File: src/hdl/lrupr_pkg.sv
`default_nettype none

package lrupr_pkg;

    // Fixed field widths of the block's ports
    localparam int PAGE_PORT_W = 16;
    localparam int SLOT_W      = 3;
    localparam int COUNT_W     = 16;
    localparam int CFG_W       = 4;

    localparam logic [CFG_W-1:0] CFG_RESET = 4'd8;

    typedef enum logic [2:0] {
        ST_IDLE,
        ST_SCAN,
        ST_DECIDE,
        ST_UPDATE,
        ST_FINISH
    } state_t;

    // Control of the frame compare unit
    typedef struct packed {
        logic clear;
        logic valid;
    } cmp_ctl_t;

endpackage

`default_nettype wire

File: src/hdl/lrupr_ram.sv
`default_nettype none

module lrupr_ram #(
    parameter int WIDTH = 8,
    parameter int DEPTH = 8
) (
    input  wire logic                                   clk,
    input  wire logic                                   wr_en,
    input  wire logic [((DEPTH > 1) ? $clog2(DEPTH) : 1)-1:0] wr_addr,
    input  wire logic [WIDTH-1:0]                       wr_data,
    input  wire logic                                   rd_en,
    input  wire logic [((DEPTH > 1) ? $clog2(DEPTH) : 1)-1:0] rd_addr,
    output logic      [WIDTH-1:0]                       rd_data
);

    logic [WIDTH-1:0] mem [DEPTH];

    always_ff @(posedge clk)
    begin
        if (wr_en)
        begin
            mem[wr_addr] <= wr_data;
        end
        if (rd_en)
        begin
            rd_data <= mem[rd_addr];
        end
    end

endmodule

`default_nettype wire

File: src/hdl/lrupr_cmp.sv
`default_nettype none

// Walks the resident frames one beat at a time: finds the first frame holding
// the key page and the frame with the oldest rank.
module lrupr_cmp #(
    parameter int MAX_FRAMES = 8,
    parameter int PAGE_BITS  = 16
) (
    input  wire logic                    clk,
    input  wire logic                    rst_n,
    input  wire lrupr_pkg::cmp_ctl_t     ctl,
    input  wire logic [((MAX_FRAMES > 1) ? $clog2(MAX_FRAMES) : 1)-1:0] idx,
    input  wire logic [PAGE_BITS-1:0]    key,
    input  wire logic [PAGE_BITS-1:0]    page,
    input  wire logic [((MAX_FRAMES > 1) ? $clog2(MAX_FRAMES) : 1)-1:0] rank,
    output logic                         hit,
    output logic [((MAX_FRAMES > 1) ? $clog2(MAX_FRAMES) : 1)-1:0] hit_idx,
    output logic [((MAX_FRAMES > 1) ? $clog2(MAX_FRAMES) : 1)-1:0] hit_rank,
    output logic [((MAX_FRAMES > 1) ? $clog2(MAX_FRAMES) : 1)-1:0] old_idx,
    output logic [PAGE_BITS-1:0]         old_page
);

    localparam int IW = (MAX_FRAMES > 1) ? $clog2(MAX_FRAMES) : 1;

    logic          hit_reg, hit_next;
    logic          found_reg, found_next;
    logic [IW-1:0] hit_idx_reg, hit_idx_next;
    logic [IW-1:0] hit_rank_reg, hit_rank_next;
    logic [IW-1:0] old_idx_reg, old_idx_next;
    logic [IW-1:0] old_rank_reg, old_rank_next;
    logic [PAGE_BITS-1:0] old_page_reg, old_page_next;

    always_comb
    begin
        hit_next      = hit_reg;
        found_next    = found_reg;
        hit_idx_next  = hit_idx_reg;
        hit_rank_next = hit_rank_reg;
        old_idx_next  = old_idx_reg;
        old_rank_next = old_rank_reg;
        old_page_next = old_page_reg;
        if (ctl.clear)
        begin
            hit_next   = 1'b0;
            found_next = 1'b0;
        end
        else if (ctl.valid)
        begin
            // keep the first match only
            if (!hit_reg && page == key)
            begin
                hit_next      = 1'b1;
                hit_idx_next  = idx;
                hit_rank_next = rank;
            end
            if (!found_reg || rank > old_rank_reg)
            begin
                found_next    = 1'b1;
                old_idx_next  = idx;
                old_rank_next = rank;
                old_page_next = page;
            end
        end
    end

    always_ff @(posedge clk or negedge rst_n)
    begin
        if (!rst_n)
        begin
            hit_reg   <= 1'b0;
            found_reg <= 1'b0;
        end
        else
        begin
            hit_reg   <= hit_next;
            found_reg <= found_next;
        end
    end

    always_ff @(posedge clk)
    begin
        hit_idx_reg  <= hit_idx_next;
        hit_rank_reg <= hit_rank_next;
        old_idx_reg  <= old_idx_next;
        old_rank_reg <= old_rank_next;
        old_page_reg <= old_page_next;
    end

    assign hit      = hit_reg;
    assign hit_idx  = hit_idx_reg;
    assign hit_rank = hit_rank_reg;
    assign old_idx  = old_idx_reg;
    assign old_page = old_page_reg;

endmodule

`default_nettype wire

File: src/hdl/lru_page_replacement.sv
`default_nettype none

// LRU page replacement. Each input beat is one page reference; each produces
// exactly one result beat (fault, evicted page, frame slot, running fault
// total). Pages and recency ranks live in one single-port-read frame RAM, so
// a reference reads every occupied frame twice: a scan pass through a shared
// compare unit (hit search and oldest rank), then an aging pass that rewrites
// the ranks. The next reference is accepted only once this one's result is
// loaded, so a stalled output also holds off the input. The frame RAM needs
// no clearing after reset: the occupied count marks the valid frames.
// end_of_string empties the frames and the fault total once its result is
// loaded. frame_count is taken only while idle; 0 acts as 1 and values
// above MAX_FRAMES act as MAX_FRAMES.
module lru_page_replacement #(
    parameter int MAX_FRAMES = 8,
    parameter int PAGE_BITS  = 16
) (
    input  wire logic                                clk,
    input  wire logic                                rst_n,
    input  wire logic                                cfg_valid,
    output logic                                     cfg_ready,
    input  wire logic [lrupr_pkg::CFG_W-1:0]         frame_count,
    input  wire logic                                in_valid,
    output logic                                     in_stall,
    input  wire logic [lrupr_pkg::PAGE_PORT_W-1:0]   page_number,
    input  wire logic                                end_of_string,
    output logic                                     out_valid,
    input  wire logic                                out_stall,
    output logic                                     page_fault,
    output logic                                     evicted_valid,
    output logic [lrupr_pkg::PAGE_PORT_W-1:0]        evicted_page,
    output logic [lrupr_pkg::SLOT_W-1:0]             frame_slot,
    output logic [lrupr_pkg::COUNT_W-1:0]            fault_total
);

    localparam int IW = (MAX_FRAMES > 1) ? $clog2(MAX_FRAMES) : 1;
    localparam int RW = IW;
    localparam int CW = $clog2(MAX_FRAMES + 1);
    localparam int EW = PAGE_BITS + RW;
    localparam int PW = lrupr_pkg::PAGE_PORT_W;
    localparam int NW = lrupr_pkg::COUNT_W;

    lrupr_pkg::state_t state_reg, state_next;

    logic [lrupr_pkg::CFG_W-1:0] frame_count_reg;
    logic [PAGE_BITS-1:0]        page_reg, page_next;
    logic                        last_reg, last_next;
    logic [CW-1:0]               occ_reg, occ_next;
    logic [CW-1:0]               n_reg, n_next;
    logic [CW-1:0]               ctr_reg, ctr_next;
    logic                        dv_reg;
    logic [IW-1:0]               didx_reg;
    logic [NW-1:0]               fault_cnt_reg, fault_cnt_next;
    logic [IW-1:0]               slot_reg, slot_next;
    logic                        inc_all_reg, inc_all_next;
    logic                        evict_reg, evict_next;
    logic [PW-1:0]               evpage_reg, evpage_next;

    logic                        out_valid_reg, out_valid_next;
    logic                        out_fault_reg, out_fault_next;
    logic                        out_evict_reg, out_evict_next;
    logic [PW-1:0]               out_evpage_reg, out_evpage_next;
    logic [lrupr_pkg::SLOT_W-1:0] out_slot_reg, out_slot_next;
    logic [NW-1:0]               out_total_reg, out_total_next;

    logic                        wr_en;
    logic [IW-1:0]               wr_addr;
    logic [EW-1:0]               wr_data;
    logic                        rd_en;
    logic [EW-1:0]               rd_data;

    lrupr_pkg::cmp_ctl_t         cmp_ctl;
    logic                        cmp_hit;
    logic [IW-1:0]               cmp_hit_idx;
    logic [RW-1:0]               cmp_hit_rank;
    logic [IW-1:0]               cmp_old_idx;
    logic [PAGE_BITS-1:0]        cmp_old_page;

    logic [CW-1:0]               limit;
    logic [PAGE_BITS-1:0]        page_in;
    logic [PAGE_BITS-1:0]        rd_page;
    logic [RW-1:0]               rd_rank;
    logic [EW-1:0]               upd_entry;

    assign page_in = PAGE_BITS'(page_number);
    assign rd_page = rd_data[EW-1:RW];
    assign rd_rank = rd_data[RW-1:0];
    assign cfg_ready = (state_reg == lrupr_pkg::ST_IDLE);

    lrupr_ram #(
        .WIDTH (EW),
        .DEPTH (MAX_FRAMES)
    ) u_frames (
        .clk     (clk),
        .wr_en   (wr_en),
        .wr_addr (wr_addr),
        .wr_data (wr_data),
        .rd_en   (rd_en),
        .rd_addr (ctr_reg[IW-1:0]),
        .rd_data (rd_data)
    );

    lrupr_cmp #(
        .MAX_FRAMES (MAX_FRAMES),
        .PAGE_BITS  (PAGE_BITS)
    ) u_cmp (
        .clk      (clk),
        .rst_n    (rst_n),
        .ctl      (cmp_ctl),
        .idx      (didx_reg),
        .key      (page_reg),
        .page     (rd_page),
        .rank     (rd_rank),
        .hit      (cmp_hit),
        .hit_idx  (cmp_hit_idx),
        .hit_rank (cmp_hit_rank),
        .old_idx  (cmp_old_idx),
        .old_page (cmp_old_page)
    );

    always_comb
    begin
        if (frame_count_reg == '0)
        begin
            limit = CW'(1);
        end
        else if (32'(frame_count_reg) > 32'(MAX_FRAMES))
        begin
            limit = CW'(MAX_FRAMES);
        end
        else
        begin
            limit = CW'(frame_count_reg);
        end
    end

    // Aging pass: the referenced slot becomes newest, others age as needed
    always_comb
    begin
        if (didx_reg == slot_reg)
        begin
            upd_entry = {page_reg, RW'(0)};
        end
        else if (inc_all_reg || rd_rank < cmp_hit_rank)
        begin
            upd_entry = {rd_page, rd_rank + RW'(1)};
        end
        else
        begin
            upd_entry = rd_data;
        end
    end

    always_comb
    begin
        state_next      = state_reg;
        page_next       = page_reg;
        last_next       = last_reg;
        occ_next        = occ_reg;
        n_next          = n_reg;
        ctr_next        = ctr_reg;
        fault_cnt_next  = fault_cnt_reg;
        slot_next       = slot_reg;
        inc_all_next    = inc_all_reg;
        evict_next      = evict_reg;
        evpage_next     = evpage_reg;
        out_valid_next  = out_valid_reg && out_stall;
        out_fault_next  = out_fault_reg;
        out_evict_next  = out_evict_reg;
        out_evpage_next = out_evpage_reg;
        out_slot_next   = out_slot_reg;
        out_total_next  = out_total_reg;
        in_stall        = 1'b1;
        rd_en           = 1'b0;
        wr_en           = 1'b0;
        wr_addr         = didx_reg;
        wr_data         = upd_entry;
        cmp_ctl         = '{clear: 1'b0, valid: 1'b0};

        unique case (state_reg)
            lrupr_pkg::ST_IDLE:
            begin
                in_stall = 1'b0;
                if (in_valid)
                begin
                    page_next     = page_in;
                    last_next     = end_of_string;
                    n_next        = occ_reg;
                    ctr_next      = '0;
                    cmp_ctl.clear = 1'b1;
                    state_next    = lrupr_pkg::ST_SCAN;
                end
            end
            lrupr_pkg::ST_SCAN:
            begin
                cmp_ctl.valid = dv_reg;
                if (ctr_reg != n_reg)
                begin
                    rd_en    = 1'b1;
                    ctr_next = ctr_reg + CW'(1);
                end
                else
                begin
                    state_next = lrupr_pkg::ST_DECIDE;
                end
            end
            lrupr_pkg::ST_DECIDE:
            begin
                inc_all_next = !cmp_hit;
                ctr_next     = '0;
                evict_next   = 1'b0;
                evpage_next  = '0;
                if (cmp_hit)
                begin
                    slot_next = cmp_hit_idx;
                end
                else
                begin
                    if (fault_cnt_reg != '1)
                    begin
                        fault_cnt_next = fault_cnt_reg + NW'(1);
                    end
                    if (occ_reg < limit)
                    begin
                        // fill the next free frame
                        slot_next = occ_reg[IW-1:0];
                        wr_en     = 1'b1;
                        wr_addr   = occ_reg[IW-1:0];
                        wr_data   = {page_reg, RW'(0)};
                        occ_next  = occ_reg + CW'(1);
                    end
                    else
                    begin
                        slot_next   = cmp_old_idx;
                        evict_next  = 1'b1;
                        evpage_next = PW'(cmp_old_page);
                    end
                end
                state_next = lrupr_pkg::ST_UPDATE;
            end
            lrupr_pkg::ST_UPDATE:
            begin
                wr_en = dv_reg;
                if (ctr_reg != n_reg)
                begin
                    rd_en    = 1'b1;
                    ctr_next = ctr_reg + CW'(1);
                end
                else
                begin
                    state_next = lrupr_pkg::ST_FINISH;
                end
            end
            lrupr_pkg::ST_FINISH:
            begin
                if (!out_valid_reg || !out_stall)
                begin
                    out_valid_next  = 1'b1;
                    out_fault_next  = inc_all_reg;
                    out_evict_next  = evict_reg;
                    out_evpage_next = evpage_reg;
                    out_slot_next   = lrupr_pkg::SLOT_W'(slot_reg);
                    out_total_next  = fault_cnt_reg;
                    if (last_reg)
                    begin
                        occ_next       = '0;
                        fault_cnt_next = '0;
                    end
                    state_next = lrupr_pkg::ST_IDLE;
                end
            end
            default:
            begin
                state_next = lrupr_pkg::ST_IDLE;
            end
        endcase
    end

    always_ff @(posedge clk or negedge rst_n)
    begin
        if (!rst_n)
        begin
            state_reg <= lrupr_pkg::ST_IDLE;
        end
        else
        begin
            state_reg <= state_next;
        end
    end

    always_ff @(posedge clk or negedge rst_n)
    begin
        if (!rst_n)
        begin
            frame_count_reg <= lrupr_pkg::CFG_RESET;
            occ_reg         <= '0;
            n_reg           <= '0;
            ctr_reg         <= '0;
            dv_reg          <= 1'b0;
            fault_cnt_reg   <= '0;
            out_valid_reg   <= 1'b0;
        end
        else
        begin
            if (cfg_valid && cfg_ready)
            begin
                frame_count_reg <= frame_count;
            end
            occ_reg       <= occ_next;
            n_reg         <= n_next;
            ctr_reg       <= ctr_next;
            dv_reg        <= rd_en;
            fault_cnt_reg <= fault_cnt_next;
            out_valid_reg <= out_valid_next;
        end
    end

    always_ff @(posedge clk)
    begin
        page_reg       <= page_next;
        last_reg       <= last_next;
        didx_reg       <= ctr_reg[IW-1:0];
        slot_reg       <= slot_next;
        inc_all_reg    <= inc_all_next;
        evict_reg      <= evict_next;
        evpage_reg     <= evpage_next;
        out_fault_reg  <= out_fault_next;
        out_evict_reg  <= out_evict_next;
        out_evpage_reg <= out_evpage_next;
        out_slot_reg   <= out_slot_next;
        out_total_reg  <= out_total_next;
    end

    assign out_valid     = out_valid_reg;
    assign page_fault    = out_fault_reg;
    assign evicted_valid = out_evict_reg;
    assign evicted_page  = out_evpage_reg;
    assign frame_slot    = out_slot_reg;
    assign fault_total   = out_total_reg;

    a_occ_bound: assert property (@(posedge clk) disable iff (!rst_n)
        occ_reg <= CW'(MAX_FRAMES))
        else $error("occupied frame count beyond capacity");

    a_scan_drained: assert property (@(posedge clk) disable iff (!rst_n)
        (state_reg == lrupr_pkg::ST_DECIDE) |-> !dv_reg)
        else $error("frame read still in flight at decision");

    a_evict_fault: assert property (@(posedge clk) disable iff (!rst_n)
        out_valid_reg |-> (!out_evict_reg || out_fault_reg))
        else $error("eviction reported without a fault");

    a_evict_page: assert property (@(posedge clk) disable iff (!rst_n)
        (out_valid_reg && !out_evict_reg) |-> (out_evpage_reg == '0))
        else $error("evicted page nonzero with no eviction");

endmodule

`default_nettype wire

File: config.mk
export PLATFORM = sky130hd
export DESIGN_NAME = lru_page_replacement
export DESIGN_NICKNAME = d
export VERILOG_FILES = /design/src/hdl/lrupr_pkg.sv /design/src/hdl/lrupr_ram.sv /design/src/hdl/lrupr_cmp.sv /design/src/hdl/lru_page_replacement.sv
export SDC_FILE = /design/constraint.sdc
export NUM_CORES = 1
export LEC_CHECK = 0
export ABC_AREA = 1
export BUFFER_PORTS_ARGS = -buffer_cell sky130_fd_sc_hd__buf_4
export CAP_MARGIN = 20
export CORE_MARGIN = 3
export CORE_UTILIZATION = 54
export CTS_CLUSTER_SIZE = 20
export DETAILED_ROUTE_END_ITERATION = 10
export PLACE_DENSITY = 0.74
export SLEW_MARGIN = 20
export SYNTH_ARGS = -nofsm -noshare
export SYNTH_HDL_FRONTEND = slang
export SYNTH_SLANG_ARGS = --single-unit
File: constraint.sdc
create_clock -name clk -period 7.9 [get_ports clk]
set_clock_uncertainty 0.1 [all_clocks]
set_input_delay 1.975 -clock clk [delete_from_list [all_inputs] [get_ports clk]]
set_output_delay 1.975 -clock clk [all_outputs]
set_load 0.05 [all_outputs]
* Word level (Yosys, flattened, before mapping)
Memory sizes are Yosys's and may differ from the RTL's. A register that Yosys moved wholly into a read port is not among the register bits.
Index checks and enable logic that the tools add are counted.
** Operators by class
- Reduce and logical (&&, ||, !) cells :: 29
- Magnitude comparators :: 4
- Bitwise gates (word level) :: 1
- Divide/modulo/power cells :: 0
- Mux-type cells :: 50
- Shifts and indexed selects :: 0
- Equal/unequal tests :: 17
- Add/subtract/negate cells :: 4
- Multiply operators :: 0
** Operators by type and width (count)
- $mux W19 :: 4
- $mux W16 :: 4
- $mux W4 :: 8
- $pmux W16 S2 :: 1
- $mux W3 :: 10
- $mux W1 :: 19
- $add A16 B1 Y16 const B :: 1
- $eq A16 B16 Y1 :: 1
- $ne A16 B16 Y1 const B :: 1
- $pmux W3 S5 :: 1
- $ne A2 B2 Y1 const B :: 7
- $pmux W4 S3 :: 1
- $reduce_and A5 Y1 :: 2
- $reduce_and A3 Y1 :: 3
- $add A4 B1 Y4 const B :: 2
- $pmux W4 S2 :: 1
- $reduce_and A2 Y1 :: 4
- $reduce_bool A2 Y1 :: 4
- $eq A3 B2 Y1 const B :: 2
- $gt A4 B4 Y1 const B :: 1
- $logic_not A1 Y1 :: 4
- $logic_not A4 Y1 :: 1
- $lt A4 B4 Y1 :: 1
- $ne A2 B1 Y1 const B :: 2
- other kinds (15) :: 20
** Storage, ports and cells
- Bits in registers :: 145
- Logic and storage cells :: 133
- Latch bits :: 0
- Bits in writable memories :: 152
- Memories :: 1
- ROM bits :: 0
** Memory list
- u_frames.mem :: words 8, width 19, read ports 1, clocked after Yosys merged registers in 1, wr ports 1, line lrupr_ram.sv:16 : logic [WIDTH-1:0] mem [DEPTH];

* Logic depth before layout (Yosys ltp)
- Word-level depth :: 9
- Depth in mapped cells :: 13
- Mapped depth without buffers :: 12

* Modules after synthesis
A second synthesis with hierarchy kept.
** Second synthesis, totals
- Cells, all modules :: 1325
- Area total of the unflattened synthesis :: 13755.7 sq um
** Modules (own cells, without submodules)
- lrupr_ram :: area an instance 7268.2 sq um, cells an instance 694, times used 1
- lru_page_replacement :: area an instance 5074.9 sq um, cells an instance 489, times used 1
- lrupr_cmp :: area an instance 1412.6 sq um, cells an instance 142, times used 1

* Worst setup path after synthesis
Ideal clock, no wire load.
- Kind :: in2reg
- From :: input port out_stall
- To :: register out_evpage_reg[0] (netlist: evicted_page[0]), enable pin
- Stages :: 3
- Data required time :: 7369 ps
- Arrival time :: 3666 ps
- Path slack :: 3702 ps
- Setup time :: 431 ps
- Cell sequence :: nand2_1 inv_1 nor2_1
** Between the ends
- Word-level cells in the longest chain between the ends :: 3
** RTL lines
- from (decl) :: line lru_page_replacement.sv:28 : input wire logic out_stall,
- $logic_not A1 Y1 :: line lru_page_replacement.sv:256 : if (!out_valid_reg || !out_stall)
- $logic_or A1 B1 Y1 :: line lru_page_replacement.sv:256
- $reduce_and A2 Y1 (no source line)
- to (signal assigned) :: line lru_page_replacement.sv:329 : out_evpage_reg <= out_evpage_next;
- to (decl) :: line lru_page_replacement.sv:62 : logic [PW-1:0] out_evpage_reg, out_evpage_next;
No other way between the ends.
A chain may end at the register's enable or synchronous reset.

* Final worst setup path
- From :: register state_reg[1]
- To :: output port cfg_ready
** Between the ends
- Word-level cells in the longest chain between the ends :: 1
** RTL lines
- from (decl) :: line lru_page_replacement.sv:43 : lrupr_pkg::state_t state_reg, state_next;
- from (signal assigned) :: line lru_page_replacement.sv:283 : state_reg <= lrupr_pkg::ST_IDLE;
- from (signal assigned) :: line lru_page_replacement.sv:287 : state_reg <= state_next;
- $logic_not A3 Y1 :: line lru_page_replacement.sv:88 : assign cfg_ready = (state_reg == lrupr_pkg::ST_IDLE);
- to (decl) :: line lru_page_replacement.sv:21 : output logic cfg_ready,
No other way between the ends.

==> impl_metrics.toml <==
[run_status]
status = "complete, no violations"

[layout]
largest_register_ffs = 152
nets = 1109
final_cells = 1409
drive_above_1_share = 0.145
nFillCells = 1657
final_common_cell = "edfxtp_1"
antenna_cells = 0
fin_area_um2 = 14400
largest-register = "u_frames.mem"
syn_to_final_growth_pct = 14.5
final_cell_mix = "edfxtp_1, nor2_1, o21ai_0"
top_regs = "u_frames.mem: 152 flops, u_frames.rd_data: 19 flops"

[placement]
placedInstanceArea_um2 = 13500
dp_hpwl_um = 15500
io_buffers = 65
gp_congestion = 0.840
dpl.cell_count = 1349

[detailed_routing]
viasPerCell = 5.51
post_drt_wl_per_cell_um = 17.8
drtAntennaViolNets = 0
dr_total_vias = 7770
dr.pass1.iters = 5
drc = 0
wirelength_um = 25100
drt-initial-drc-count = 666

[floorplan]
num_rows = 55
io_pins = 66
start_util = 0.554
die_w_um = 159
core_area_um2 = 22800
die_h_um = 159
die_area_um2 = 25200

[clock_network]
ctsHoldBuffers = 0
cts_sinks = 316
clk_path_buf_depth = 3
ctsResizeCount = 0
cts_tree = "built"
cts_setup_buffers = 0
numCtsBuffers = 31
root_buffer = "clkbuf_16"
clock_latency_ns = 0.56
clk_pin_slew_ns = 0.06
htree_levels = 1

[critical_path]
cp_slowest_stage_delay_ns = 0.45
rrSetupSlack_ns = 4.25
crit_family = "flip-flops"
cp.required_ns = 5.83
crit_chain = "inv_1 > nand2_1 > inv_1 > buf_4"
crit_arrival_ns = 1.59
cp_slowest_cell = "dfrtp_1"
end_kind = "primary output"
path_buf_inv = 3
critPathLaunch = "state_reg[1]"
critPathMaxFanout = 5
crit_path_frequent_cell = "inv_1"
path_class = "reg -> out"
startpoint_type = "register"
r2r_start = "state_reg[0]"

[sta]
setup_violations = 0
slew_headroom = 0.278
fin_crit_ns = 3.67
setup-tns-final_ns = 0
hold_viol = 0
fin_crit_sh = 0.464
slew_viol_final = 0
tightest_slew_ns = 1.08
rsz0062_at_grt = "no"
fmax_ghz = 0.273

[power]
leakage_nw = 5.29
irDropWorstVdd_mv = 0.211
finalPower_mw = 5.94
power_density_nw_per_um2 = 411

[synthesis]
netlist_area_um2 = 12600
ys_top_cells_by_area = "edfxtp_1, dfrtp_1, nor2_1"
synth_top_area_share = 0.652
synth.ff_latch_count = 316
async_flop_share = 0.123
synth_area_leader_cell = "edfxtp_1"
synth_nets = 1033
synth_cell_type_count = 47
seq_area_frac_synth = 0.734
synth_edf_count = 274
yosysWarnings = 0
avgSynthCellArea_um2 = 12.7
netlist_instances = 995
ys.flop_type = "edfxtp_1"

[grt]
grt_pass1_wl_um = 39400
grt_usage = 0.195
antenna_found_initial = 0
grt_max_degree = 61
grt_pass1_vias = 7289
grt.overflow.total = 0

[flow_run]
maxCapViolations = 0

[min_path]
hold_class = "reg -> reg"
min-delay-start = "evpage_reg[14]"
==> cell families (layout without fill, tap and decap cells) <==
family	after synthesis	count (layout)	share of synthesized area
AND/OR/NAND/NOR	332	332	0.108
adder cells (fa/ha/maj)	12	12	0.0119
AO/OA/AOI/OAI	192	192	0.0896
flip-flops	316	316	0.734
XOR/XNOR	27	27	0.0187
multiplexers	3	3	0.00258
buffers and inverters	113	214	0.0355
==> synth_stat cells, types with 10 or more instances <==
cell      number
a31oi_1       19
nor2_1       185
nand2_1      101
clkbuf_1      23
xor2_1        25
a21oi_1       10
o22ai_1       24
edfxtp_1     274
nand3_1       18
dfrtp_1       38
ha_1          12
o21ai_0      107
inv_1         70
==> cell type report <==
type	instances	area, um^2	area share
clock buffers	40	810	0.0560
repair buffers	81	616	0.0426
well taps	313	392	0.0271
inverters	75	282	0.0195
multi-input cells	566	2940	0.203
flip-flops and latches	316	9270	0.641
clock inverters	18	143	0.00987
==> stage by stage <==
stage	hold WS, ns	utilization	setup slack, ns
after floorplan	0.268	-	3.70
after global placement	0.300	0.591	4.24
after detailed placement	0.305	0.591	4.11
after CTS	0.319	0.633	4.21
after global routing	0.331	0.634	3.93
final	0.318	0.634	4.23
==> power by group <==
part,switching (mW),internal [mW],total (mW)
registers,0.230,2.56,2.79
logic,1.32,0.463,1.78
clock network,0.586,0.785,1.37
total,2.13,3.81,5.94
==> worst paths after layout <==
kind,end,cells after the start
min in group asynchronous,fault_cnt_reg[5],1
worst min register to register,evicted_page[14],0
max in group asynchronous,ctr_reg[0],1
worst max register to register,u_frames.mem[7][5],8
worst min-delay path,evicted_page[14],0
worst max-delay path,cfg_ready,4
==> metal layers <==
metal,part of all wire,track usage
met1,0.42,0.271
met2,0.48,0.323
met3,0.087,0.0381
met4,0.021,0.0470
met5,0,0
(Power assumes the default switching activity.)
